===== src/hdl/cbm_pkg.sv =====
package cbm_pkg;

  localparam int PRG_BANKS_MAX = 32;

  localparam logic [1:0] KIND_CPU_READ  = 2'd0;
  localparam logic [1:0] KIND_CPU_WRITE = 2'd1;
  localparam logic [1:0] KIND_PAT_READ  = 2'd2;

  localparam logic [2:0] MAP_FIXED  = 3'd0;
  localparam logic [2:0] MAP_SERIAL = 3'd1;
  localparam logic [2:0] MAP_LOWSW  = 3'd2;
  localparam logic [2:0] MAP_PATSW  = 3'd3;
  localparam logic [2:0] MAP_EIGHT  = 3'd4;

  localparam logic [1:0] CFG_MAPPER_KIND = 2'd0;
  localparam logic [1:0] CFG_PRG_BANKS   = 2'd1;
  localparam logic [1:0] CFG_CHR_BANKS   = 2'd2;
  localparam logic [1:0] CFG_FIXED_HIGH  = 2'd3;

  typedef struct packed {
    logic [1:0]  kind;
    logic [15:0] address;
    logic [7:0]  data;
  } cbm_in_t;

  typedef struct packed {
    logic        rom_hit;
    logic [18:0] prg_offset;
    logic [17:0] chr_offset;
    logic        mirroring;
  } cbm_out_t;

endpackage


===== src/hdl/cbm_mod_unit.sv =====
// Sequential remainder: subtracts shifted copies of the divisor, one bit per cycle.
module cbm_mod_unit import cbm_pkg::*; (
  input  logic        clk_i,
  input  logic        rst_ni,
  input  logic        start_i,
  input  logic [8:0]  dividend_i,
  input  logic [8:0]  divisor_i,
  output logic        done_o,
  output logic [8:0]  rem_o
);
  logic [8:0]  rem_q, rem_d;
  logic [17:0] dsh_q, dsh_d;
  logic [3:0]  cnt_q, cnt_d;
  logic        busy_q, busy_d;
  logic        done_q, done_d;

  always_comb begin
    rem_d  = rem_q;
    dsh_d  = dsh_q;
    cnt_d  = cnt_q;
    busy_d = busy_q;
    done_d = 1'b0;
    if (start_i) begin
      rem_d  = dividend_i;
      dsh_d  = {1'b0, divisor_i, 8'd0};
      cnt_d  = 4'd0;
      busy_d = 1'b1;
    end else if (busy_q) begin
      if ({9'd0, rem_q} >= dsh_q) begin
        rem_d = rem_q - dsh_q[8:0];
      end
      dsh_d = dsh_q >> 1;
      cnt_d = cnt_q + 4'd1;
      if (cnt_q == 4'd8) begin
        busy_d = 1'b0;
        done_d = 1'b1;
      end
    end
  end

  always_ff @(posedge clk_i or negedge rst_ni) begin
    if (!rst_ni) begin
      busy_q <= 1'b0;
      done_q <= 1'b0;
      cnt_q  <= '0;
    end else begin
      busy_q <= busy_d;
      done_q <= done_d;
      cnt_q  <= cnt_d;
    end
  end

  always_ff @(posedge clk_i) begin
    rem_q <= rem_d;
    dsh_q <= dsh_d;
  end

  assign done_o = done_q;
  assign rem_o  = rem_q;
endmodule


===== src/hdl/cartridge_bank_mapper_unit.sv =====
// Cartridge bank mapper. Each input transaction is a CPU read, a CPU write or
// a pattern-table read; every one produces exactly one result transaction
// carrying rom_hit, the PRG or CHR byte offset and the current mirroring.
// Both channels use valid/stall; the configuration port is a valid/ready
// write channel indexed by register number and is always ready.
// Bank numbers are reduced modulo the configured ROM size by a single shared
// remainder unit that retires one quotient bit per cycle. When a reduction is
// needed the result passes through a setup step, an issue step, nine remainder
// steps and a write-back step. Transactions that need no reduction (misses,
// most writes) go from the setup step straight to the output register.
// The block accepts one transaction at a time and takes the next one only
// in the cycle after its result has left the output register.
// If the receiver stalls, the result is held unchanged in the output
// register and the input side stays stalled.
// Reset selects the fixed mapper with one PRG bank and no CHR ROM and clears
// all bank, shift and mirroring state.
module cartridge_bank_mapper_unit import cbm_pkg::*; (
  input  logic        clk_i,
  input  logic        rst_ni,
  input  logic        in_valid_i,
  output logic        in_stall_o,
  input  cbm_in_t     in_data_i,
  output logic        out_valid_o,
  input  logic        out_stall_i,
  output cbm_out_t    out_data_o,
  input  logic        cfg_valid_i,
  output logic        cfg_ready_o,
  input  logic [1:0]  cfg_index_i,
  input  logic [7:0]  cfg_data_i
);
  localparam logic [2:0] ST_IDLE = 3'd0;
  localparam logic [2:0] ST_CALC = 3'd1;
  localparam logic [2:0] ST_MOD  = 3'd2;
  localparam logic [2:0] ST_WAIT = 3'd3;
  localparam logic [2:0] ST_OUT  = 3'd4;

  logic [2:0] mkind_q;
  logic [5:0] prgb_q, chrb_q;
  logic [4:0] fixhi_q;

  logic [4:0] shv_q, ctrl_q, chrlo_q, chrhi_q;
  logic [2:0] shc_q, bsel_q;
  logic [3:0] sprg_q;
  logic [1:0] modes_q;
  logic [7:0] bregs_q [8];
  logic [7:0] lowb_q, patb_q;
  logic       mirror_q;

  logic [2:0] st_q;
  cbm_in_t    item_q;
  cbm_out_t   res_q;
  logic [8:0] num_q, div_q;
  logic       wr_reg_q;
  logic [2:0] wr_idx_q;
  logic [3:0] shift_q;   // log2 of page size
  logic [13:0] low_q;

  logic       md_start, md_done;
  logic [8:0] md_rem;

  cbm_mod_unit u_mod (
    .clk_i, .rst_ni,
    .start_i(md_start), .dividend_i(num_q), .divisor_i(div_q),
    .done_o(md_done), .rem_o(md_rem)
  );

  // Effective sizes.
  logic [8:0] pn, cn;
  always_comb begin
    if (prgb_q == 6'd0) pn = 9'd1;
    else if ({3'd0, prgb_q} > 9'(PRG_BANKS_MAX)) pn = 9'(PRG_BANKS_MAX);
    else pn = {3'd0, prgb_q};
    cn = (chrb_q > 6'd32) ? 9'd32 : {3'd0, chrb_q};
  end

  logic [2:0] mk;
  assign mk = (mkind_q > MAP_EIGHT) ? MAP_FIXED : mkind_q;

  // Setup of one remainder job from the held transaction.
  logic [8:0]  c_num, c_div;
  logic [3:0]  c_sh;
  logic [13:0] c_low;
  logic        c_need, c_hit, c_wr;
  logic [2:0]  c_widx;
  logic [2:0]  region;
  logic [15:0] a;
  logic        hi;
  always_comb begin
    a = item_q.address;
    hi = a[14];
    c_num = '0; c_div = 9'd1; c_sh = 4'd14; c_low = '0;
    c_need = 1'b0; c_hit = 1'b0; c_wr = 1'b0; c_widx = bsel_q;
    region = a[12:10] ^ {modes_q[1], 2'b00};
    unique case (item_q.kind)
      KIND_CPU_READ: begin
        if (a[15]) begin
          c_hit = 1'b1; c_need = 1'b1;
          if (mk == MAP_EIGHT) begin
            c_div = {pn[7:0], 1'b0}; c_sh = 4'd13; c_low = {1'b0, a[12:0]};
            unique case (a[14:13])
              2'd0: c_num = modes_q[0] ? c_div - 9'd2 : {1'b0, bregs_q[6]};
              2'd1: c_num = {1'b0, bregs_q[7]};
              2'd2: c_num = modes_q[0] ? {1'b0, bregs_q[6]} : c_div - 9'd2;
              default: c_num = c_div - 9'd1;
            endcase
          end else begin
            c_div = pn; c_sh = 4'd14;
            c_low = a[13:0];
            if (mk == MAP_SERIAL) begin
              if (!ctrl_q[3]) c_num = {5'd0, sprg_q[3:1], hi};
              else if (ctrl_q[2]) c_num = hi ? pn - 9'd1 : {5'd0, sprg_q};
              else c_num = hi ? {5'd0, sprg_q} : 9'd0;
            end else if (mk == MAP_LOWSW) begin
              c_num = hi ? {4'd0, fixhi_q} : {1'b0, lowb_q};
            end else begin
              c_num = {8'd0, hi};
            end
          end
        end
      end
      KIND_PAT_READ: begin
        if (cn != 9'd0) begin
          c_hit = 1'b1; c_need = 1'b1; c_low = {1'b0, a[12:0]};
          if (mk == MAP_EIGHT) begin
            c_div = {cn[5:0], 3'd0}; c_sh = 4'd10;
            if (region < 3'd2) c_num = {1'b0, bregs_q[0][7:1], region[0]};
            else if (region < 3'd4) c_num = {1'b0, bregs_q[1][7:1], region[0]};
            else c_num = {1'b0, bregs_q[3'(region - 3'd2)]};
          end else if (mk == MAP_SERIAL && ctrl_q[4]) begin
            c_div = {cn[7:0], 1'b0}; c_sh = 4'd12;
            c_num = {4'd0, a[12] ? chrhi_q : chrlo_q};
          end else begin
            c_div = cn; c_sh = 4'd13;
            if (mk == MAP_SERIAL) c_num = {5'd0, chrlo_q[4:1]};
            else if (mk == MAP_PATSW) c_num = {1'b0, patb_q};
            else c_num = 9'd0;
          end
        end
      end
      KIND_CPU_WRITE: begin
        if (a[15] && mk == MAP_EIGHT && a[14:13] == 2'b00 && a[0]) begin
          if (bsel_q > 3'd5) begin
            c_need = 1'b1; c_wr = 1'b1; c_div = {pn[7:0], 1'b0};
            c_num = {1'b0, item_q.data};
          end else if (cn != 9'd0) begin
            c_need = 1'b1; c_wr = 1'b1; c_div = {cn[5:0], 3'd0};
            c_num = {1'b0, item_q.data};
          end
        end
      end
      default: ;
    endcase
  end

  // Offset assembly from the reduced bank number.
  logic [26:0] off;
  always_comb begin
    off = ({18'd0, md_rem} << shift_q);
    unique case (shift_q)
      4'd10: off = off | {17'd0, low_q[9:0]};
      4'd12: off = off | {15'd0, low_q[11:0]};
      4'd13: off = off | {14'd0, low_q[12:0]};
      default: off = off | {13'd0, low_q};
    endcase
  end

  assign md_start    = (st_q == ST_MOD);
  assign in_stall_o  = (st_q != ST_IDLE);
  assign out_valid_o = (st_q == ST_OUT);
  // Mirroring only changes while a transaction is being set up, so it is
  // already final when the result is presented.
  assign out_data_o  = {res_q.rom_hit, res_q.prg_offset, res_q.chr_offset, mirror_q};
  assign cfg_ready_o = 1'b1;

  logic [4:0] sh_new;
  assign sh_new = {item_q.data[0], shv_q[4:1]};

  always_ff @(posedge clk_i or negedge rst_ni) begin
    if (!rst_ni) begin
      st_q <= ST_IDLE;
      mkind_q <= MAP_FIXED; prgb_q <= 6'd1; chrb_q <= '0; fixhi_q <= '0;
      shv_q <= '0; shc_q <= '0; ctrl_q <= '0; chrlo_q <= '0; chrhi_q <= '0;
      sprg_q <= '0; bsel_q <= '0; modes_q <= '0; lowb_q <= '0; patb_q <= '0;
      mirror_q <= 1'b0;
      for (int i = 0; i < 8; i++) bregs_q[i] <= '0;
      wr_reg_q <= 1'b0;
      wr_idx_q <= '0; shift_q <= '0; low_q <= '0; res_q <= '0;
    end else begin
      if (cfg_valid_i) begin
        unique case (cfg_index_i)
          CFG_MAPPER_KIND: mkind_q <= cfg_data_i[2:0];
          CFG_PRG_BANKS:   prgb_q  <= cfg_data_i[5:0];
          CFG_CHR_BANKS:   chrb_q  <= cfg_data_i[5:0];
          default:         fixhi_q <= cfg_data_i[4:0];
        endcase
      end
      unique case (st_q)
        ST_IDLE: if (in_valid_i) st_q <= ST_CALC;
        ST_CALC: begin
          wr_reg_q <= c_wr; wr_idx_q <= c_widx;
          shift_q <= c_sh; low_q <= c_low;
          res_q.rom_hit <= c_hit; res_q.prg_offset <= '0; res_q.chr_offset <= '0;
          if (item_q.kind == KIND_CPU_WRITE && item_q.address[15]) begin
            if (mk == MAP_SERIAL) begin
              if (item_q.data[7]) begin
                shv_q <= '0; shc_q <= '0;
              end else if (shc_q == 3'd4) begin
                shv_q <= '0; shc_q <= '0;
                unique case (item_q.address[14:13])
                  2'd0: begin
                    ctrl_q <= sh_new;
                    if (sh_new[1]) mirror_q <= sh_new[0];
                  end
                  2'd1: chrlo_q <= sh_new;
                  2'd2: chrhi_q <= sh_new;
                  default: sprg_q <= sh_new[3:0];
                endcase
              end else begin
                shv_q <= sh_new; shc_q <= shc_q + 3'd1;
              end
            end else if (mk == MAP_LOWSW) lowb_q <= item_q.data;
            else if (mk == MAP_PATSW) patb_q <= item_q.data;
            else if (mk == MAP_EIGHT) begin
              if (item_q.address[14:13] == 2'b00 && !item_q.address[0]) begin
                modes_q <= {item_q.data[7], item_q.data[6]};
                bsel_q <= item_q.data[2:0];
              end else if (item_q.address[14:13] == 2'b01 && !item_q.address[0]) begin
                mirror_q <= item_q.data[0];
              end
            end
          end
          st_q <= c_need ? ST_MOD : ST_OUT;
        end
        ST_MOD: st_q <= ST_WAIT;
        ST_WAIT: if (md_done) begin
          if (wr_reg_q) bregs_q[wr_idx_q] <= md_rem[7:0];
          else if (item_q.kind == KIND_CPU_READ) res_q.prg_offset <= off[18:0];
          else res_q.chr_offset <= off[17:0];
          st_q <= ST_OUT;
        end
        ST_OUT: if (!out_stall_i) st_q <= ST_IDLE;
        default: st_q <= ST_IDLE;
      endcase
    end
  end

  always_ff @(posedge clk_i) begin
    if (st_q == ST_IDLE) item_q <= in_data_i;
    if (st_q == ST_CALC) begin
      num_q <= c_num;
      div_q <= c_div;
    end
  end
endmodule

===== config.mk =====
export PLATFORM = sky130hd
export DESIGN_NAME = cartridge_bank_mapper_unit
export DESIGN_NICKNAME = d
export VERILOG_FILES = /design/src/hdl/cbm_pkg.sv /design/src/hdl/cbm_mod_unit.sv /design/src/hdl/cartridge_bank_mapper_unit.sv
export SDC_FILE = /design/constraint.sdc
export NUM_CORES = 1
export LEC_CHECK = 0
export BUFFER_PORTS_ARGS = -buffer_cell sky130_fd_sc_hd__buf_4
export CORE_MARGIN = 8
export CORE_UTILIZATION = 45
export DETAILED_ROUTE_END_ITERATION = 16
export PLACE_DENSITY = 0.63
export SLEW_MARGIN = 20
export SYNTH_ARGS = -nofsm -noshare
export SYNTH_HDL_FRONTEND = slang
export SYNTH_HIERARCHICAL = 1
export SYNTH_SLANG_ARGS = --single-unit

===== constraint.sdc =====
create_clock -name clk_i -period 4.43 [get_ports clk_i]
set_clock_uncertainty 0.2 [all_clocks]
set_input_delay 0.443 -clock clk_i [delete_from_list [all_inputs] [get_ports clk_i]]
set_output_delay 0.443 -clock clk_i [all_outputs]
set_load 0.02 [all_outputs]

==> results of run 1 <==
[layout make-up]
cell class | count | area, sq um | share of cell area, %
clock buffers | 48 | 922.1 | 5.953
flip-flops and latches | 269 | 7003 | 45.21
multi-input cells | 797 | 5797 | 37.42
clock inverters | 8 | 48.80 | 0.3150
inverters | 40 | 150.1 | 0.9692
repair buffers | 131 | 1090 | 7.035
well taps | 384 | 480.5 | 3.102
[state kept, by name, indices dropped and copies added (netlist names), 5 cells and up]
| name | cells |
|---|---|
| num_q | 9 |
| bregs_q | 64 |
| chrb_q | 6 |
| prgb_q | 6 |
| fixhi_q | 5 |
| u_mod/rem_o | 9 |
| item_q | 10 |
| out_data_o | 38 |
| patb_q | 8 |
| chrlo_q | 5 |
| div_q | 9 |
| lowb_q | 8 |
| chrhi_q | 5 |
| a | 16 |
| u_mod/dsh_q | 17 |
| low_q | 14 |
[layer usage]
metal | wire [microns] | part of all wire (%) | track usage (%)
met5 | 0 | 0 | 0
met4 | 812 | 2.4 | 4.636
met3 | 1606 | 4.8 | 2.635
met2 | 15840 | 47 | 30.07
met1 | 15240 | 45 | 25.98
[cells by family (layout without fill, tap and decap cells)]
kind of cell               after synthesis  count (layout)
xor gates and xnor gates                11              11
muxes                                  188             188
adders and majority gates               16              16
buffers and inverters                  112             227
DFF                                    269             269
other                                    1               1
and+or+nand+nor                        322             322
AOI/OAI and AO/OA                      259             259
[critical path: cells and delay by family (launching register included)]
| kind | cells | cell delay [ns] |
|---|---|---|
| flops | 1 | 0.46 |
| simple gates | 4 | 2.22 |
| mux | 1 | 0.42 |
[power breakdown]
group	total (mW)	switching [mW]	internal (mW)
sequential	3.91	0.665	3.25
combinational	3.01	1.79	1.21
clock	2.41	0.988	1.42
total	9.33	3.45	5.88
[worst max path at each step]
| stage | from | end | slack [ns] | cells past startpoint |
|---|---|---|---|---|
| 3_5_place_dp | st_q[0] | bregs_q[30] | 1.03 | 5 |
| 5_1_grt | st_q[0] | bregs_q[25] | 0.76 | 5 |
| 2_1_floorplan | st_q[1] | in_stall_o | 0.84 | 3 |
| 4_1_cts | st_q[0] | bregs_q[25] | 1.03 | 5 |
| 3_3_place_gp | st_q[0] | bregs_q[30] | 1.08 | 5 |
| 6_report | st_q[0] | bregs_q[25] | 1.01 | 5 |
[cells in the final DEF (no fill, tap or decap), drive strengths merged, types with 6 or more instances in the layout]
master / n
nor2: 57
nor3: 21
inv: 40
edfxtp: 62
xor2: 6
o22ai: 12
o21ai: 96
mux2i: 48
a211oi: 9
o31ai: 8
dfxtp: 8
dfrtp: 198
mux4: 17
a22o: 21
nor2b: 11
a21oi: 52
clkinv: 7
mux2: 123
a21o: 6
a31oi: 8
nand2b: 17
nor3b: 13
nand3: 21
a22oi: 6
nand4: 6
buf: 95
ha: 15
nand3b: 8
nand2: 138
dlygate4sd3: 35
clkbuf: 49
[through the flow]
step	worst slack (ns)	hold WS [ns]	instance area [sq um]	power [mW]
2_1_floorplan	0.8362	-0.05259	13240	5.898
3_3_place_gp	1.079	0.2472	14170	6.856
3_5_place_dp	1.026	0.2576	14170	6.927
4_1_cts	1.029	0.03140	15490	9.389
5_1_grt	0.7636	0.06769	15490	9.889
6_report	1.012	0.05387	15490	9.332
[timing repair]
item                                   4_1_cts  5_1_grt
gates resized for setup                      0        0
hold buffers                                35        0
endpoints found under the hold margin      147        0
==> results.yml, run 1 <==
sta:
  rsz0062_at_grt: "false"
  fin_crit_ns: 3.418
  clock.fmax_mhz: 292.6
  hold_viol: 0
  maxSlewViolCount: 0
  finalSetupTns_ns: 0
  relSlewSlack_pct: 29.95
  tightestPinTransition_ns: 1.048
  setup_viol_count_final: 0
  post-route-period-util_pct: 77.15
worst_setup_path:
  worstPathArrival_ns: 3.66
  end_kind: "flop"
  crit_type: "flop to flop"
  cp-start-kind: "flop"
  r2r_end: "bregs_q[25]"
  crit_chain: "nor2b_1, and2_1, nand4b_1, nor3b_2, mux2_2"
  r2r_start: "st_q[0]"
  required_ns: 4.67
  r2r_slack_ns: 1.01
  critical_path.max_stage_delay_ns: 0.80
  rr_worst_depth: 5
  slowest_stage: "nor3b_2"
  path_max_fanout: 14
die:
  rows: 62
  core_area_sq_mm: 0.02886
  dieArea_sq_mm: 0.03516
  ioPinCount: 83
  die_w_microns: 187.5
  start_util_pct: 45.87
  die_h_microns: 187.5
route:
  drt-pass1-iter-count: 6
  ant_nets: 0
  drc: 0
  first_iter_violations: 740
  wirelength_mm: 33.50
  via_count: 9577
  avgViaCountPerCell: 5.711
  wl_per_cell_microns: 19.97
placement:
  globalplace.congestion: 0.9445
  port_buffers: 79
  dp_hpwl_mm: 23.60
  dp_cells: 1586
finish:
  nets: 1326
  layout.cells.non_filler: 1677
  diodes: 0
  drive_gt1_share_pct: 23.51
  fill_cells: 2547
  final_util_pct: 53.68
  area_growth_pct: 17.03
yosys:
  ys_seq_elements: 269
  synth.most_common_cell: "dfrtp_1"
  synth_top_area_share_pct: 37.43
  synth_top_flop_cell: "dfrtp_1"
  synthCells: 1178
  yosysUniqueCellTypes: 76
  synthXorXnorAreaFrac_pct: 0.7279
  synthTopCellsByCount: "dfrtp_1 (198), nand2_1 (136), mux2_2 (123)"
  synth-compound-area-share_pct: 12.47
  yosysWarnings: 6
  synth-simple-area-share_pct: 11.94
  synth_fa_ha_area_share_pct: 1.569
  ys_top_cells_by_area: "dfrtp_1 (37%), edfxtp_1 (14%), mux2_2 (10%), nand2_1 (3.9%), mux2i_1 (3.6%)"
  synth_async_sr_flop_share_pct: 73.98
  synth_edf_count: 62
  yosysSeqAreaShare_pct: 52.91
  synth_top_family_by_area: "multiplexers"
  synth.net_count: 1235
  avgSynthCellArea_sq_um: 11.24
  muxShareOfSynthArea_pct: 16.99
  yosysTopAreaCell: "dfrtp_1"
  syn_area_sq_mm: 0.01324
clock_tree:
  clk_latency_ns: 0.55
  cts-root-buf: "clkbuf_16"
  clk_pin_slew_ns: 0.06
  htree_levels: 1
  cts_max_path_buffers: 3
  cts.sinks: 269
  cts_tree: "done"
  cts_buffers: 30
  cts_setup_buffers: 0
global_routing:
  grt_antenna_before_repair: 0
  grt_max_degree: 103
  grt_pass1_wl_mm: 53.40
  track_usage_pct: 18.57
  grt_pass1_vias: 9490
  overflow: 0
hold_path:
  hold_end: "mkind_q[1]"
  min_path_type: "input port to flop"
  holdCritStartpoint: "cfg_index_i[0]"
  holdPathStages: 4
pwr:
  p_per_area_mw_per_mm2: 602.4
  irDropWorstVdd_mv: 0.2657
  cellLeakagePower_nw: 6.817
job:
  cap_violations: 0
run_status:
  status: "finished, final reports clean"
Note: power is estimated with default switching activity, not from simulation.
==> run 2: changes to the inputs <==
--- a/config.mk
+++ b/config.mk
@@ -9,7 +9,7 @@
 export CORE_MARGIN = 8
 export CORE_UTILIZATION = 45
 export DETAILED_ROUTE_END_ITERATION = 16
-export PLACE_DENSITY = 0.63
+export PLACE_DENSITY = 0.65
 export SLEW_MARGIN = 20
 export SYNTH_ARGS = -nofsm -noshare
 export SYNTH_HDL_FRONTEND = slang
==> constraint.sdc (replaced) <==
create_clock -name clk_i -period 2.9 [get_ports clk_i]
set_clock_uncertainty 0.2 [all_clocks]
set_input_delay 0.29 -clock clk_i [delete_from_list [all_inputs] [get_ports clk_i]]
set_output_delay 0.29 -clock clk_i [all_outputs]
set_load 0.02 [all_outputs]
==> run 2 against run 1 <==
Hold slack improved by 0.037 ns. Sequential power increased by 48%. Via count increased by 3.3%. Register-to-register slack got worse by 0.90 ns. Combinational power increased by 76%. Critical path type unchanged. Largest power group unchanged.
==> results.yml, run 2 (synthesis results as in run 1) <==
worst_setup_path:
  crit_type: "flop to flop"
  worstPathArrival_ns: 2.89
  r2r_slack_ns: 0.11
  end_kind: "flop"
  path_max_fanout: 4
  required_ns: 3.00
  cp-start-kind: "flop"
clock_tree:
  cts_buffers: 30
  cts-root-buf: "clkbuf_16"
  clk_latency_ns: 0.55
  clk_pin_slew_ns: 0.06
  cts_tree: "done"
  htree_levels: 1
  cts.sinks: 269
  cts_max_path_buffers: 3
die:
  dieArea_sq_mm: 0.03516
  start_util_pct: 45.87
  die_w_microns: 187.5
  ioPinCount: 83
  rows: 62
  core_area_sq_mm: 0.02886
  die_h_microns: 187.5
sta:
  clock.fmax_mhz: 358.2
  fin_crit_ns: 2.792
  tightestPinTransition_ns: 0.7189
  relSlewSlack_pct: 52.07
  post-route-period-util_pct: 96.27
  fin_hold_ws_ns: 0.09062
  setup_viol_count_final: 0
  maxSlewViolCount: 0
  hold_viol: 0
route:
  via_count: 9889
  wirelength_mm: 34.46
  avgViaCountPerCell: 5.700
  drt-pass1-iter-count: 6
  ant_nets: 0
  drc: 0
  first_iter_violations: 672
  wl_per_cell_microns: 19.86
global_routing:
  grt_antenna_before_repair: 0
  grt_max_degree: 71
  grt_pass1_wl_mm: 55.74
  grt_pass1_vias: 10120
  track_usage_pct: 19.33
  overflow: 0
finish:
  regArea_sq_mm: 0.007003
  nets: 1385
  largest_reg_flops: 64
  area_growth_pct: 21.13
  diodes: 0
  fill_cells: 2501
  drive_gt1_share_pct: 26.94
  layout_commonest_cell: "dfrtp_1"
  final_cell_mix: "dfrtp_1 (198), buf_4 (144), nand2_1 (136)"
  regMostFlops: "bregs_q"
  multi_input_area_sq_mm: 0.005821
hold_path:
  min_path_type: "input port to flop"
job:
  cap_violations: 0
placement:
  port_buffers: 79
  globalplace.congestion: 0.9405
  dp_hpwl_mm: 24.43
pwr:
  p_total_mw: 14.79
  p_per_area_mw_per_mm2: 922.4
  irDropWorstVdd_mv: 0.4840
  cellLeakagePower_nw: 7.125
run_status:
  status: "finished, final reports clean"
[run 2: cell types whose count changed in the layout (fill, tap and decap cells not counted), moves of 3 or more]
| cell | delta |
|---|---|
| clkinv_2 | -3 |
| inv_4 | +4 |
| buf_4 | +50 |
| clkbuf_1 | -5 |
| buf_12 | +4 |
| dlygate4sd3_1 | +5 |
| clkbuf_8 | +3 |
[run 2: path summary, 6_finish.rpt]
kind	depth (start not counted)	start	to
worst max-delay path	11	prgb_q[4]	num_q[3]
worst min-delay path	3	cfg_valid_i	fixhi_q[2]
worst max register to register	11	prgb_q[4]	num_q[3]
worst min register to register	1	a[6]	low_q[6]
max in group asynchronous	3	rst_ni	u_mod/cnt_q[0]
min in group asynchronous	2	rst_ni	bregs_q[57]
[run 2: layer usage]
| metal | vias up | part of all wire, % | GRT usage, % |
|---|---|---|---|
| li1 | 4613 | - | - |
| met2 | 275 | 47 | 31.62 |
| met3 | 74 | 5.5 | 3.506 |
| met5 | - | 0 | 0 |
| met4 | 0 | 2.8 | 5.333 |
| met1 | 4927 | 45 | 26.09 |
[run 2: repair_timing]
| action | 4_1_cts | 5_1_grt |
|---|---|---|
| hold buffers | 40 | 0 |
| endpoints found under the hold margin | 116 | 0 |
| setup endpoints to repair | 0 | 4 |
| buffers inserted | 0 | 3 |
| resized for setup | 0 | 3 |
[run 2: layout make-up]
type                            count  area share (%)
Sequential cell                   269           43.68
Multi-Input combinational cell    797           36.30
Timing Repair Buffer              190           9.950
Clock buffer                       45           5.736
Tap cell                          384           2.997
Inverter                           40          0.9365
Clock inverter                     10          0.3980
[run 2: worst max-delay path, stage by stage (launching register included)]
cell      delay (ns)
dfrtp_1         0.42
nor4_4          0.32
nor2_1          0.09
nor2_1          0.13
inv_1           0.06
ha_1            0.23
xnor2_1         0.18
buf_4           0.16
o22ai_1         0.08
a211oi_1        0.30
a211oi_1        0.11
a211o_1         0.27
[run 2: per-stage QoR]
stage	cells	utilization (%)	TNS, ns	setup WS [ns]	area [sq um]
finish	1735	55.56	0	0.1082	16030
global route	1735	55.56	-0.008482	-0.008482	16030
floorplan	1178	-	0	0.08537	13240
detailed placement	1637	50.58	0	0.07424	14600
global placement	1637	50.58	0	0.1191	14600
CTS	1732	55.38	0	0.03669	15980
[run 2: power breakdown]
part | internal (mW) | leakage, nW | total [mW] | switching (mW)
clock network | 2.19 | 0.486 | 3.71 | 1.52
registers | 4.96 | 3.36 | 5.78 | 0.820
logic | 2.21 | 3.28 | 5.30 | 3.09
total | 9.36 | 7.13 | 14.8 | 5.43
==> run 3: changes to the inputs <==
--- a/config.mk
+++ b/config.mk
@@ -9,7 +9,7 @@
 export CORE_MARGIN = 8
 export CORE_UTILIZATION = 45
 export DETAILED_ROUTE_END_ITERATION = 16
-export PLACE_DENSITY = 0.65
+export PLACE_DENSITY = 0.63
 export SLEW_MARGIN = 20
 export SYNTH_ARGS = -nofsm -noshare
 export SYNTH_HDL_FRONTEND = slang
==> constraint.sdc (replaced) <==
create_clock -name clk_i -period 3.6 [get_ports clk_i]
set_clock_uncertainty 0.2 [all_clocks]
set_input_delay 0.36 -clock clk_i [delete_from_list [all_inputs] [get_ports clk_i]]
set_output_delay 0.36 -clock clk_i [all_outputs]
set_load 0.02 [all_outputs]
==> run 3 against run 2 <==
Total power shrank 21%. Global-route usage shrank 0.14 points. Fmax shrank 15%. Utilization shrank 1.4 points. Critical path depth shrank 1. Sequential power shrank 16%. Critical endpoint unchanged.
==> results.yml, run 3 (synthesis results as in run 1) <==
die:
  ioPinCount: 83
  start_util_pct: 45.87
  dieArea_sq_mm: 0.03516
  rows: 62
  die_w_microns: 187.5
  die_h_microns: 187.5
  core_area_sq_mm: 0.02886
placement:
  dp_cells: 1603
  dp_hpwl_mm: 24.21
  port_buffers: 79
  globalplace.congestion: 0.9209
  dpl_cell_area_sq_mm: 0.01430
finish:
  layout_commonest_cell: "dfrtp_1"
  layout.cells.non_filler: 1694
  drive_gt1_share_pct: 24.37
  area_growth_pct: 18.12
  final_cell_mix: "dfrtp_1 (198), nand2_1 (136), mux2_2 (123)"
  fin_area_sq_mm: 0.01564
  regMostFlops: "bregs_q"
  nets: 1344
  largest_reg_flops: 64
pwr:
  p_total_mw: 11.65
  cellLeakagePower_nw: 6.899
  p_per_area_mw_per_mm2: 745.3
  irDropWorstVdd_mv: 0.3776
clock_tree:
  htree_levels: 1
  clk_latency_ns: 0.54
  cts_max_path_buffers: 3
  clk_pin_slew_ns: 0.06
  cts_setup_buffers: 0
  cts.sinks: 269
  cts_buffers: 29
  cts-root-buf: "clkbuf_16"
  cts_tree: "done"
sta:
  fin_hold_ws_ns: 0.05327
  post-route-period-util_pct: 91.20
  maxSlewViolCount: 0
  setup_viol_count_final: 0
  relSlewSlack_pct: 35.39
  rsz0062_at_grt: "false"
  clock.fmax_mhz: 304.6
  hold_viol: 0
  tightestPinTransition_ns: 0.9639
  fin_crit_ns: 3.283
  finalSetupTns_ns: 0
route:
  via_count: 9672
  ant_nets: 0
  wirelength_mm: 34.30
  drc: 0
  first_iter_violations: 823
  avgViaCountPerCell: 5.710
  wl_per_cell_microns: 20.25
  drt-pass1-iter-count: 5
global_routing:
  grt_pass1_wl_mm: 54.96
  track_usage_pct: 19.19
  grt_pass1_vias: 9681
  grt_max_degree: 104
  grt_antenna_before_repair: 1
  overflow: 0
worst_setup_path:
  required_ns: 3.69
  path_max_fanout: 8
  end_kind: "flop"
  rr_worst_depth: 10
  worstPathArrival_ns: 3.37
  r2r_slack_ns: 0.32
  crit_type: "flop to flop"
  cp-start-kind: "flop"
  r2r_start: "prgb_q[3]"
  r2r_end: "num_q[3]"
hold_path:
  holdPathStages: 3
  holdCritStartpoint: "cfg_index_i[0]"
  hold_end: "mkind_q[0]"
  min_path_type: "input port to flop"
run_status:
  status: "finished, final reports clean"
job:
  cap_violations: 0
[run 3: cell count changes in the layout (fill, tap and decap cells not counted), moves of 4 or more]
cell      before  now
buf_4        144  111
inv_4          4    0
clkbuf_1       6   11
buf_12         5    1
clkbuf_8       8    4
[run 3: final cells by class]
class	instances	area, sq um
Inverter	40	150.1
Sequential cell	269	7003
Antenna cell	1	2.502
Fill cell	2568	13220
Timing Repair Buffer	150	1237
Clock inverter	9	127.6
Clock buffer	44	833.3
Multi-Input combinational cell	797	5801
Tap cell	384	480.5
[run 3: critical path: stages, from the launching register on]
cell	delay, ns
dfrtp_1	0.45
nor4_1	0.43
nor2_1	0.11
nor2_1	0.24
inv_1	0.08
ha_1	0.23
xnor2_1	0.46
o22ai_1	0.17
a211oi_1	0.28
a211oi_1	0.11
a211o_1	0.27
[run 3: per-layer routing]
metal / track usage, % / vias up / share of wire (%) / wire length, microns
met5: 0 / - / 0 / 0
met4: 4.545 / 0 / 2.0 / 699
met3: 3.618 / 49 / 5.8 / 2002
met2: 30.67 / 287 / 47 / 16010
met1: 26.70 / 4793 / 45 / 15590
li1: - / 4543 / - / -
[run 3: power breakdown]
group          leakage, nW  switching (mW)  internal, mW  total [mW]
logic                 3.07            2.25          1.55        3.80
registers             3.36           0.846          4.00        4.85
clock network        0.471            1.20          1.81        3.00
[run 3: what timing repair did]
| item | CTS | global route |
|---|---|---|
| gates resized for setup | 0 | 0 |
| hold buffers | 37 | 0 |
| hold endpoints to repair | 147 | 0 |
[run 3: how the worst max path moves through the flow]
| stage | depth (start not counted) | end | start | slack [ns] |
|---|---|---|---|---|
| 3_3_place_gp | 10 | num_q[3] | prgb_q[3] | 0.48 |
| 5_1_grt | 10 | num_q[3] | prgb_q[3] | 0.13 |
| 2_1_floorplan | 3 | in_stall_o | st_q[1] | 0.09 |
| 6_report | 10 | num_q[3] | prgb_q[3] | 0.32 |
| 4_1_cts | 10 | num_q[3] | prgb_q[3] | 0.38 |
| 3_5_place_dp | 10 | num_q[3] | prgb_q[3] | 0.42 |
[run 3: stage by stage]
step / setup slack [ns] / utilization [%]
final: 0.3167 / 54.18
after global routing: 0.1292 / 54.18
after CTS: 0.3835 / 54.16
after detailed placement: 0.4191 / 49.54
after global placement: 0.4778 / 49.54
after floorplan: 0.08919 / -
